--- config.mk ---
export PLATFORM = sky130hd
export DESIGN_NAME = fractional_baud_divisor_calc_core
export DESIGN_NICKNAME = d
export VERILOG_FILES = /design/src/rtl/fbd_pkg.sv /design/src/rtl/fbd_div.sv /design/src/rtl/fractional_baud_divisor_calc_core.sv
export SDC_FILE = /design/constraint.sdc
export NUM_CORES = 1
export LEC_CHECK = 0
export ABC_AREA = 1
export BUFFER_PORTS_ARGS = -buffer_cell sky130_fd_sc_hd__buf_2
export CORE_MARGIN = 2
export CORE_UTILIZATION = 55
export CTS_BUF_LIST = sky130_fd_sc_hd__clkbuf_4 sky130_fd_sc_hd__clkbuf_8
export DETAILED_ROUTE_END_ITERATION = 12
export GPL_TIMING_DRIVEN = 0
export HOLD_SLACK_MARGIN = 0.15
export PLACE_DENSITY = 0.71
export SLEW_MARGIN = 10
export SYNTH_ARGS = -nofsm -noshare
export SYNTH_HDL_FRONTEND = slang
export SYNTH_SLANG_ARGS = --single-unit
--- constraint.sdc ---
create_clock -name clk -period 2.9 [get_ports clk]
set_input_delay 0.58 -clock clk [delete_from_list [all_inputs] [get_ports clk]]
set_output_delay 0.58 -clock clk [all_outputs]
set_load 0.01 [all_outputs]
--- src/rtl/fbd_pkg.sv ---
`timescale 1ns / 1ps
`default_nettype none
// ----------------------------------------------------------------------------
// fbd_pkg: shared types and constants for the fractional baud divisor block
// Fixed-point formats, status codes, register indexes and controller states.
// ----------------------------------------------------------------------------
package fbd_pkg;

  // Operand widths
  localparam int BASE_W    = 32;
  localparam int FRAC_BITS = 7;
  localparam int QUOT_W    = BASE_W + FRAC_BITS;

  // Output word layout
  localparam int FIELD_W   = 12;
  localparam int SCALE_W   = 4;
  localparam int WORD_W    = FIELD_W + SCALE_W;

  // Scaled divisor must reach 2048, i.e. bit 11 of the integer part
  localparam int SCALE_LIMIT_BIT = (FIELD_W - 1) + FRAC_BITS;

  // Default number of scale steps
  localparam int MAX_SCALE_STEPS_DEF = 6;

  // Configuration port
  localparam int CFG_INDEX_W = 1;
  localparam int CFG_DATA_W  = BASE_W;

  typedef enum logic [CFG_INDEX_W-1:0] {
    CFG_BASE_CLOCK  = 1'b0,
    CFG_CLOCK_KNOWN = 1'b1
  } cfg_index_t;

  typedef enum logic [1:0] {
    STATUS_OK    = 2'd0,
    STATUS_NONE  = 2'd1,
    STATUS_RANGE = 2'd2,
    STATUS_SAT   = 2'd3
  } status_t;

  typedef enum logic [1:0] {
    ST_IDLE,
    ST_DIV,
    ST_NORM,
    ST_ROUND
  } state_t;

endpackage
`default_nettype wire

--- src/rtl/fbd_div.sv ---
`timescale 1ns / 1ps
`default_nettype none
// ----------------------------------------------------------------------------
// fbd_div: bit-serial restoring divider
// Computes floor(base * 2^FRAC_BITS / speed), one quotient bit per cycle.
// ----------------------------------------------------------------------------
module fbd_div (
  input  wire logic                        clk,
  input  wire logic                        rst,
  input  wire logic                        go,
  input  wire logic [fbd_pkg::BASE_W-1:0]  base,
  input  wire logic [fbd_pkg::BASE_W-1:0]  speed,
  output logic                             done,
  output logic [fbd_pkg::QUOT_W-1:0]       quotient
);

  localparam int CNT_W = $clog2(fbd_pkg::QUOT_W);
  localparam int BW    = fbd_pkg::BASE_W;
  localparam int FB    = fbd_pkg::FRAC_BITS;

  logic             running;
  logic [CNT_W-1:0] cnt;
  logic [BW-1:0]    rem;
  logic [BW-1:0]    dvsr;

  logic [BW:0]      shifted;
  logic [BW+1:0]    diff;
  logic             qbit;

  // Trial subtract of the divisor from the shifted remainder
  always_comb begin
    shifted = {rem, quotient[fbd_pkg::QUOT_W-1]};
    diff    = {1'b0, shifted} - {2'b00, dvsr};
    qbit    = ~diff[BW+1];
  end

  // Control: load on go, count down one bit per cycle, pulse done at the end
  always_ff @(posedge clk) begin
    if (rst) begin
      running <= 1'b0;
      cnt     <= '0;
      done    <= 1'b0;
    end else begin
      done <= 1'b0;
      if (go) begin
        running <= 1'b1;
        cnt     <= CNT_W'(fbd_pkg::QUOT_W - 1);
      end else if (running) begin
        if (cnt == '0) begin
          running <= 1'b0;
          done    <= 1'b1;
        end else begin
          cnt <= cnt - 1'b1;
        end
      end
    end
  end

  // Datapath: remainder and dividend/quotient shift register
  always_ff @(posedge clk) begin
    if (go) begin
      rem      <= '0;
      dvsr     <= speed;
      quotient <= {base, FB'(0)};
    end else if (running) begin
      rem      <= qbit ? diff[BW-1:0] : shifted[BW-1:0];
      quotient <= {quotient[fbd_pkg::QUOT_W-2:0], qbit};
    end
  end

endmodule
`default_nettype wire

--- src/rtl/fractional_baud_divisor_calc_core.sv ---
`timescale 1ns / 1ps
`default_nettype none
// ----------------------------------------------------------------------------
// fractional_baud_divisor_calc_core: UART fractional divisor calculator
// Turns a requested baud rate into a 12-bit divisor with a 4-bit scale.
// ----------------------------------------------------------------------------
// Usage:
//   Write base_clock (index 0) and clock_known (index 1) through cfg_we,
//   cfg_index and cfg_data while the block is idle. Pulse start with a
//   baud_rate while busy is low; that beat is taken, and busy rises unless it is answered at once.
//   The result shows on divisor_word and status, marked by done for exactly
//   one cycle; busy is low in that cycle, so a new start may follow.
// Sequence:
//   Unconfigured, zero or too fast requests answer in the cycle after start.
//   Otherwise the bit-serial divider runs, one quotient bit per cycle, then
//   normalization shifts up to MAX_SCALE_STEPS times, rounding follows and
//   then the result beat; busy stays high, so no new start is taken meanwhile.
// Reset:
//   rst clears the configuration to zero and returns the controller to idle.
//   The receiver cannot stall; each result is taken in its done cycle.
// ----------------------------------------------------------------------------
module fractional_baud_divisor_calc_core #(
  parameter int MAX_SCALE_STEPS = fbd_pkg::MAX_SCALE_STEPS_DEF
) (
  input  wire logic                             clk,
  input  wire logic                             rst,
  input  wire logic                             start,
  output logic                                  busy,
  input  wire logic [fbd_pkg::BASE_W-1:0]       baud_rate,
  output logic                                  done,
  output logic [fbd_pkg::WORD_W-1:0]            divisor_word,
  output logic [1:0]                            status,
  input  wire logic                             cfg_we,
  input  wire logic [fbd_pkg::CFG_INDEX_W-1:0]  cfg_index,
  input  wire logic [fbd_pkg::CFG_DATA_W-1:0]   cfg_data
);

  localparam int KW    = $clog2(MAX_SCALE_STEPS + 1);
  localparam int QW    = fbd_pkg::QUOT_W;
  localparam int SUM_W = QW + 1;
  localparam int SW    = fbd_pkg::SCALE_W;

  fbd_pkg::state_t  state, state_next;
  fbd_pkg::status_t status_r;

  logic [fbd_pkg::BASE_W-1:0] base_clock;
  logic                       clock_known;

  logic [fbd_pkg::BASE_W-1:0] speed;
  logic [QW-1:0]              scaled;
  logic [KW-1:0]              k;

  logic          req_none;
  logic          req_range;
  logic          accept;
  logic          div_go;
  logic          div_done;
  logic [QW-1:0] quotient;
  logic          can_shift;
  logic [SUM_W-1:0] rsum;
  logic          rsat;

  // Configuration registers
  always_ff @(posedge clk) begin
    if (rst) begin
      base_clock  <= '0;
      clock_known <= 1'b0;
    end else if (cfg_we) begin
      unique case (fbd_pkg::cfg_index_t'(cfg_index))
        fbd_pkg::CFG_BASE_CLOCK:  base_clock  <= cfg_data;
        fbd_pkg::CFG_CLOCK_KNOWN: clock_known <= cfg_data[0];
        default: ;
      endcase
    end
  end

  // Classify the request beat and form the normalization and rounding terms
  always_comb begin
    accept    = start && (state == fbd_pkg::ST_IDLE);
    req_none  = !clock_known || (baud_rate == '0);
    req_range = baud_rate > base_clock;
    can_shift = (k < KW'(MAX_SCALE_STEPS))
             && (scaled[QW-1:fbd_pkg::SCALE_LIMIT_BIT] == '0);
    rsum      = {1'b0, scaled} + SUM_W'(1 << (fbd_pkg::FRAC_BITS - 1));
    rsat      = rsum[SUM_W-1:fbd_pkg::FRAC_BITS+fbd_pkg::FIELD_W] != '0;
  end

  fbd_div u_div (
    .clk      (clk),
    .rst      (rst),
    .go       (div_go),
    .base     (base_clock),
    .speed    (speed),
    .done     (div_done),
    .quotient (quotient)
  );

  // Next state
  always_comb begin
    state_next = state;
    unique case (state)
      fbd_pkg::ST_IDLE:  if (accept && !req_none && !req_range) state_next = fbd_pkg::ST_DIV;
      fbd_pkg::ST_DIV:   if (div_done) state_next = fbd_pkg::ST_NORM;
      fbd_pkg::ST_NORM:  if (!can_shift) state_next = fbd_pkg::ST_ROUND;
      fbd_pkg::ST_ROUND: state_next = fbd_pkg::ST_IDLE;
      default:           state_next = fbd_pkg::ST_IDLE;
    endcase
  end

  // Controller outputs
  always_comb begin
    busy   = 1'b1;
    div_go = 1'b0;
    unique case (state)
      fbd_pkg::ST_IDLE: begin
        busy = 1'b0;
        if (accept && !req_none && !req_range) div_go = 1'b1;
      end
      fbd_pkg::ST_DIV,
      fbd_pkg::ST_NORM,
      fbd_pkg::ST_ROUND: busy = 1'b1;
      default:           busy = 1'b1;
    endcase
  end

  always_ff @(posedge clk) begin
    if (rst) state <= fbd_pkg::ST_IDLE;
    else     state <= state_next;
  end

  // Speed goes straight to the divider; hold nothing but the working value
  assign speed = baud_rate;

  // Normalization: subtract one, then shift left while below the limit and under MAX_SCALE_STEPS shifts
  always_ff @(posedge clk) begin
    if (state == fbd_pkg::ST_DIV && div_done) begin
      scaled <= quotient - QW'(1 << fbd_pkg::FRAC_BITS);
      k      <= '0;
    end else if (state == fbd_pkg::ST_NORM && can_shift) begin
      scaled <= {scaled[QW-2:0], 1'b0};
      k      <= k + 1'b1;
    end
  end

  // Result beat: strobe for one cycle
  always_ff @(posedge clk) begin
    if (rst) begin
      done <= 1'b0;
    end else begin
      done <= (accept && (req_none || req_range)) || (state == fbd_pkg::ST_ROUND);
    end
  end

  always_ff @(posedge clk) begin
    if (accept && req_none) begin
      divisor_word <= '0;
      status_r     <= fbd_pkg::STATUS_NONE;
    end else if (accept && req_range) begin
      divisor_word <= '0;
      status_r     <= fbd_pkg::STATUS_RANGE;
    end else if (state == fbd_pkg::ST_ROUND) begin
      divisor_word[fbd_pkg::WORD_W-1:fbd_pkg::FIELD_W] <= SW'(0) - SW'(k);
      divisor_word[fbd_pkg::FIELD_W-1:0] <= rsat ? {fbd_pkg::FIELD_W{1'b1}}
        : rsum[fbd_pkg::FRAC_BITS+fbd_pkg::FIELD_W-1:fbd_pkg::FRAC_BITS];
      status_r <= rsat ? fbd_pkg::STATUS_SAT : fbd_pkg::STATUS_OK;
    end
  end

  assign status = status_r;

  // Checks on the controller
  a_div_done_in_div: assert property (@(posedge clk) disable iff (rst)
    div_done |-> state == fbd_pkg::ST_DIV)
    else $error("divider finished outside the divide state");

  a_k_bounded: assert property (@(posedge clk) disable iff (rst)
    (state == fbd_pkg::ST_NORM || state == fbd_pkg::ST_ROUND)
      |-> k <= KW'(MAX_SCALE_STEPS))
    else $error("scale count beyond its limit");

  a_go_enters_div: assert property (@(posedge clk) disable iff (rst)
    div_go |=> state == fbd_pkg::ST_DIV)
    else $error("divider started without entering the divide state");

  a_round_done: assert property (@(posedge clk) disable iff (rst)
    state == fbd_pkg::ST_ROUND |=> done && !busy)
    else $error("rounding did not deliver a result beat");

endmodule
`default_nettype wire
==> reports/results.tsv, run 1 <==
stage	metric	value	unit
sta	Setup-failing EPs final	0	
final_layout	share of cells above drive strength 1	12.7	%
synthesis	count of state elements after synthesis	207	
grt	vias in the first global route	11400	
power_and_ir_drop	cell leakage power	6.59	nW
hold_path	min-delay worst type	in -> reg	
drt	1st-iter DRT viols	1112	
worst_setup_path	crit path max-delay cell type	edfxtp_1	
grt	first-pass GRT wire length	59.6	mm
worst_setup_path	CP Launch Type	register	
cts	CTS buffer count	39	
sta	Tightest Pin Transition	0.716	ns
sta	RSZ-0062 raised after global routing	true	
hold_path	Hold Path Cell Cnt	1	
synthesis	Cells after Synth	1763	
cts	Clk Tree Root Cell	clkbuf_8	
sta	Max Clock Skew	0.0314	ns
sta	Final period util	92.8	%
die	Top Ports	89	
worst_setup_path	critical path endpoint category	register	
die	DIE AREA	24700	sq um
placed_design	Port-buffer cells	88	
synthesis	Synth cell types	43	
sta	maximum clock rate	371	MHz
cts	Num Clock Sinks	207	
cts	CTS clk-pin slew, worst paths	0.06	ns
worst_setup_path	most used cell, CP	nand2_1	
cts	Max H-tree Level	2	
worst_setup_path	arrival time of the worst setup path	3.11	ns
cts	CTS tree	done	
run_status	status	completed	
die	Die Span X	157	um
synthesis	YS warnings	0	
final_layout	commonest non-fill, non-tap cell in the layout	nand2_1	
sta	final hold violation count	0	
worst_setup_path	critical path peak fanout	10	
die	Initial Util	56.5	%
cts	Clock Latency Late Sink	0.56	ns
cts	CTS Buffer Depth	3	
drt	number of iterations in the first detailed-routing pass	7	
drt	antenna viol nets, final	0	
grt	largest net degree at the start of global routing	41	
worst_setup_path	CP required	3.32	ns
grt	remaining global-route overflow	0	
worst_setup_path	Setup CP Type	reg -> reg	
final_layout	filler cell count	2128	
drt	WL final	38.8	mm
final_layout	commonest cells after routing, fill and taps aside	nand2_1, inv_1, nor2_1	
sta	final max-slew violation count	0	
worst_setup_path	CP peak stage delay	0.53	ns
final_layout	Area Overhead vs Synth	13.7	%
die	row count	55	
drt	drt drc	0	
synthesis	Mapped Avg Cell Area	7.30	sq um
final_layout	Antenna diodes	0	
worst_setup_path	Critical Path, Cell by Cell	ha_1 -> inv_2 -> nor2_4 -> inv_1 -> nor2_1 -> nand2_1 -> nand2_1 -> nand2_1 -> nor2_1 -> nand2_1 -> nor2_4 -> nand3_4 -> buf_6 -> nor2_2 -> nor2_1	
grt	total track usage	31.4	%
synthesis	synthesized area	12900	sq um
sta	hold_ws	0.248	ns
run	max-cap viol count	0	
synthesis	Mapped Nets	1908	
die	die height	157	um
drt	vias per inst	5.47	
cts	post-CTS setup buffers	0	
drt	per-cell routed wire length	17.3	um
sta	total negative slack	0	ns
worst_setup_path	worst r2r path cells	15	
final_layout	Layout Nets	2038	
placed_design	Final GP Congestion	1.01	
sta	post-route minimum period	2.69	ns
power_and_ir_drop	Max VDD drop	0.476	mV
placed_design	hpwl dp	30.4	mm
drt	via count	12200	
synthesis	sequential area share after synthesis	40.2	%
grt	antenna violations before repair	0	
die	total core area	22800	sq um
sta	relative slew slack	52.3	%
power_and_ir_drop	PwrDens	497	nW/um^2
cell families (layout without fill, tap and decap cells):
kind of cell / after synthesis / in the layout / share of synthesized area, %
adders and majority gates: 76 / 76 / 7.44
and+or+nand+nor: 873 / 874 / 29.3
buffers and inverters: 276 / 435 / 8.24
AOI/OAI and AO/OA: 287 / 287 / 11.9
xor gates and xnor gates: 44 / 44 / 2.99
DFF: 207 / 207 / 40.2
worst max-delay path: cells and delay by family, from the launching register on:
kind,cells,cell delay (ns)
simple gates,11,1.30
fa+ha+maj,1,0.39
flops,1,0.53
buf+inv,3,0.34
synthesized netlist by cell type:
master | instances | area (sq um)
nand2_1 | 444 | 1670
inv_1 | 228 | 856
nor2_1 | 212 | 796
o21ai_0 | 129 | 646
dfxtp_1 | 104 | 2080
edfxtp_1 | 103 | 3090
a21oi_1 | 100 | 500
nand3_1 | 100 | 500
ha_1 | 75 | 938
o22ai_1 | 32 | 200
xor2_1 | 32 | 280
clkbuf_1 | 29 | 109
nand4_1 | 26 | 163
nor2_2 | 19 | 119
nor3_1 | 19 | 95.1
or2_2 | 14 | 87.6
xnor2_1 | 12 | 105
buf_2 | 11 | 55.1
a31oi_1 | 9 | 56.3
nor2_4 | 7 | 78.8
a21o_1 | 5 | 37.5
nand2_2 | 5 | 31.3
nor4_1 | 5 | 31.3
or2_0 | 5 | 31.3
nand3b_1 | 4 | 30.0
nor3_2 | 4 | 40.0
o21bai_1 | 4 | 30.0
clkinv_1 | 3 | 11.3
inv_2 | 3 | 11.3
nand3_2 | 3 | 30.0
o21a_1 | 3 | 22.5
a211oi_1 | 2 | 15.0
nand2_4 | 2 | 22.5
a22oi_1 | 1 | 7.51
and2_1 | 1 | 6.26
buf_4 | 1 | 7.51
buf_6 | 1 | 11.3
fa_1 | 1 | 20.0
nand3_4 | 1 | 17.5
nor3_4 | 1 | 16.3
nor3b_1 | 1 | 7.51
o211ai_1 | 1 | 7.51
o21ai_1 | 1 | 5.00
what timing repair did:
item,4_1_cts,5_1_grt
hold buffers,0,0
pin swaps,0,1
resized for setup,4,21
gates cloned,0,1
endpoints found under the setup margin,31,77
per-stage QoR:
step | setup WS [ns] | instance area, sq um | total power, mW | instances | utilization [%]
after detailed placement | -0.507 | 13700 | 4.27 | 2165 | 60.3
final | 0.208 | 14600 | 7.28 | 2236 | 64.3
after global routing | -0.0428 | 14600 | 7.59 | 2236 | 64.3
after global placement | -0.833 | 13700 | 4.23 | 2164 | 60.2
after CTS | -0.00165 | 14600 | 7.32 | 2236 | 64.0
after floorplan | 0.216 | 12900 | 3.91 | 1763 | -
sequential cells by signal (all words and copies together) (netlist names):
signal / cells
divisor_word: 16
done: 1
u_div.done: 1
u_div.rem: 32
state: 2
scaled: 39
u_div.dvsr: 32
clock_known: 1
u_div.running: 1
u_div.quotient: 39
u_div.cnt: 6
base_clock: 32
k: 3
status: 2
report_power, final:
group          total, mW  internal [mW]  switching (mW)
logic              0.944          0.325           0.619
clock network       3.06           1.78            1.28
registers           3.27           3.21          0.0695
total               7.28           5.31            1.97
final timing paths:
| kind | startpoint | end | slack [ns] |
|---|---|---|---|
| worst max-delay path | scaled[6]$_DFFE_PP_ | divisor_word[6]$_SDFFE_PP0P_ | 0.21 |
| worst min-delay path | baud_rate[1] | u_div.dvsr[1]$_DFFE_PP_ | 0.25 |
| worst max register to register | scaled[6]$_DFFE_PP_ | divisor_word[6]$_SDFFE_PP0P_ | 0.21 |
| worst min register to register | u_div.rem[16]$_SDFFE_PP0P_ | u_div.rem[16]$_SDFFE_PP0P_ | 0.47 |
layout make-up:
type | instances | area, sq um | area share [%]
buffer | 41 | 198 | 1.35
clock buffer | 61 | 727 | 4.97
clock inverter | 10 | 111 | 0.761
inverter | 234 | 885 | 6.04
multi-input combinational | 1281 | 6690 | 45.7
sequential | 207 | 5170 | 35.4
tap | 313 | 392 | 2.68
timing repair buffer | 89 | 460 | 3.15
metal layers:
layer	GRT usage (%)	part of all wire [%]	up-vias
met5	0	0	-
met4	6.58	1.5	0
met3	6.77	9.6	46
met2	46.3	41	521
met1	47.4	48	5602
li1	-	-	6066
Note: power is estimated with default switching activity, not from simulation.
==> inputs of run 2 (changes only) <==
--- a/config.mk
+++ b/config.mk
@@ -14,6 +14,7 @@
 export GPL_TIMING_DRIVEN = 0
 export HOLD_SLACK_MARGIN = 0.15
 export PLACE_DENSITY = 0.71
+export REMOVE_ABC_BUFFERS = 1
 export SLEW_MARGIN = 10
 export SYNTH_ARGS = -nofsm -noshare
 export SYNTH_HDL_FRONTEND = slang
==> run 2 against run 1 <==
Sequential cell count stayed put. Worst hold slack got worse by 0.0081 ns. Worst setup slack lost 0.075 ns. Largest power group unchanged.
==> reports/results.tsv, run 2 (synthesis gave the netlist of run 1 again) <==
stage	metric	value	unit
die	die height	157	um
cts	Num Clock Sinks	207	
power_and_ir_drop	Net Sw Frac	27.1	%
placed_design	dpl cells	2126	
worst_setup_path	Setup CP Type	reg -> reg	
worst_setup_path	Critical Path, Cell by Cell	inv_1 -> ha_1 -> fa_1 -> inv_1 -> nand3_1 -> nand2_1 -> nand2_1 -> nand2_1 -> inv_1 -> o21ai_0 -> nand2_1 -> nand3_1 -> nand2_1 -> o21ai_0 -> nand2_1	
die	DIE AREA	24700	sq um
power_and_ir_drop	cell leakage power	6.65	nW
placed_design	Final GP Congestion	0.961	
worst_setup_path	arrival time of the worst setup path	3.21	ns
drt	number of iterations in the first detailed-routing pass	5	
final_layout	biggest regs	scaled (39), u_div.quotient (39)	
power_and_ir_drop	Seq pwr share	45.2	%
cts	Clock Latency Late Sink	0.56	ns
drt	antenna viol nets, final	0	
sta	final max-slew violation count	0	
placed_design	pre-CTS setup slack	-0.876	ns
sta	maximum clock rate	361	MHz
placed_design	Port-buffer cells	88	
grt	antenna violations before repair	0	
placed_design	placed cell area	13600	sq um
grt	vias in the first global route	10800	
power_and_ir_drop	internal power	5.29	mW
drt	WL met3	3.08	mm
die	Top Ports	89	
die	row count	55	
cts	CTS Buffer Depth	3	
final_layout	post-route design area	14700	sq um
worst_setup_path	CP peak stage delay	0.38	ns
drt	1st-iter DRT viols	1083	
worst_setup_path	crit path max-delay cell type	fa_1	
worst_setup_path	critical path peak fanout	4	
sta	Setup-failing EPs final	0	
power_and_ir_drop	PwrDens	492	nW/um^2
power_and_ir_drop	Comb power frac	12.8	%
sta	post-route minimum period	2.77	ns
grt	largest net degree at the start of global routing	64	
grt	first-pass GRT wire length	55.8	mm
worst_setup_path	CP Launch Type	register	
drt	WL final	36.1	mm
placed_design	hpwl dp	26.2	mm
drt	M1 WL	17.3	mm
run_status	status	completed	
cts	Max H-tree Level	2	
die	Initial Util	56.5	%
final_layout	Antenna diodes	0	
cts	CTS buffer count	38	
worst_setup_path	critical path endpoint category	register	
power_and_ir_drop	clock power share	42.0	%
final_layout	share of cells above drive strength 1	13.2	%
cts	Clk Tree Root Cell	clkbuf_8	
final_layout	commonest non-fill, non-tap cell in the layout	nand2_1	
power_and_ir_drop	Max VDD drop	0.572	mV
grt	remaining global-route overflow	0	
cts	CTS clk-pin slew, worst paths	0.06	ns
die	total core area	22800	sq um
run	max-cap viol count	0	
final_layout	Layout Nets	2017	
final_layout	Non-Filler Instances	2214	
sta	worst setup margin	0.133	ns
drt	vias per inst	5.41	
sta	Final period util	95.4	%
cts	CTS tree	done	
worst_setup_path	CP required	3.34	ns
drt	drt drc	0	
drt	per-cell routed wire length	16.3	um
sta	Max Clock Skew	0.0263	ns
final_layout	Area Overhead vs Synth	14.5	%
power_and_ir_drop	switching power	1.97	mW
drt	length of routed met2 wiring	15.0	mm
die	Die Span X	157	um
sta	hold_ws	0.240	ns
worst_setup_path	most used cell, CP	nand2_1	
sta	final hold violation count	0	
hold_path	min-delay worst type	in -> reg	
drt	via count	12000	
drt	DR top layer	met4	
sta	relative slew slack	31.2	%
sta	Tightest Pin Transition	1.03	ns
grt	total track usage	28.6	%
cts	Post-CTS Hold Buffers	0	
final_layout	commonest cells after routing, fill and taps aside	nand2_1, inv_1, nor2_1	
[run 2: changes by cell type in the layout (fill, tap and decap cells not counted), moves of 4 or more]
cell	change
buf_12	+4
buf_2	-7
buf_4	+11
clkbuf_1	-24
clkbuf_2	-4
clkbuf_4	-10
clkinvlp_4	+4
nand3_4	+4
[run 2: metrics by stage]
step / power, mW / utilization (%) / setup TNS [ns]
floorplan: 3.90 / - / -66.84
global placement: 4.20 / 59.4 / -368.76
detailed placement: 4.24 / 59.8 / -39.70
CTS: 7.29 / 63.9 / 0
global route: 7.56 / 64.7 / -0.0363
finish: 7.26 / 64.7 / 0
[run 2: worst paths after layout]
path	start	depth (start not counted)	to	slack (ns)
setup / recovery	u_div.quotient[38]$_DFFE_PP_	15	u_div.rem[30]$_SDFFE_PP0P_	0.13
hold / removal	baud_rate[2]	1	u_div.dvsr[2]$_DFFE_PP_	0.24
setup reg to reg	u_div.quotient[38]$_DFFE_PP_	15	u_div.rem[30]$_SDFFE_PP0P_	0.13
hold reg to reg	divisor_word[13]$_SDFFE_PP0P_	2	divisor_word[13]$_SDFFE_PP0P_	0.46
[run 2: timing repair]
item                                   in CTS  in global routing
setup endpoints to repair                  38                 71
setup buffers                               6                  6
pin swaps                                   0                  5
cloned                                      2                  5
endpoints found under the hold margin       0                  0
gates resized for setup                     9                 12
[run 2: layout make-up]
type / instances / area [sq um]
inverters: 234 / 892
multi-input cells: 1283 / 6760
clock inverters: 12 / 126
clock buffers: 57 / 709
repair buffers: 106 / 673
well taps: 313 / 392
flip-flops and latches: 207 / 5170
repair inverters: 2 / 15.0
fillers: 2093 / 8040
[run 2: layer usage]
| metal | up-vias | global-route usage [%] |
|---|---|---|
| li1 | 6021 | - |
| met1 | 5466 | 42.9 |
| met2 | 424 | 42.7 |
| met3 | 61 | 4.71 |
| met4 | 0 | 7.49 |
| met5 | - | 0 |
[run 2: power by group through the flow]
stage | Combinational, mW | Clock (mW) | Sequential, mW
floorplan | 0.544 | 0 | 3.35
global placement | 0.868 | 0 | 3.33
detailed placement | 0.900 | 0 | 3.34
CTS | 0.918 | 3.09 | 3.28
global route | 1.05 | 3.21 | 3.29
finish | 0.926 | 3.05 | 3.28
[run 2: worst max-delay path, delay by kind of cell (launching register included)]
| kind | cells | cell delay [ns] |
|---|---|---|
| buf+inv | 3 | 0.35 |
| simple gates | 8 | 0.81 |
| compound gates | 2 | 0.52 |
| fa+ha+maj | 2 | 0.64 |
| flops | 1 | 0.34 |
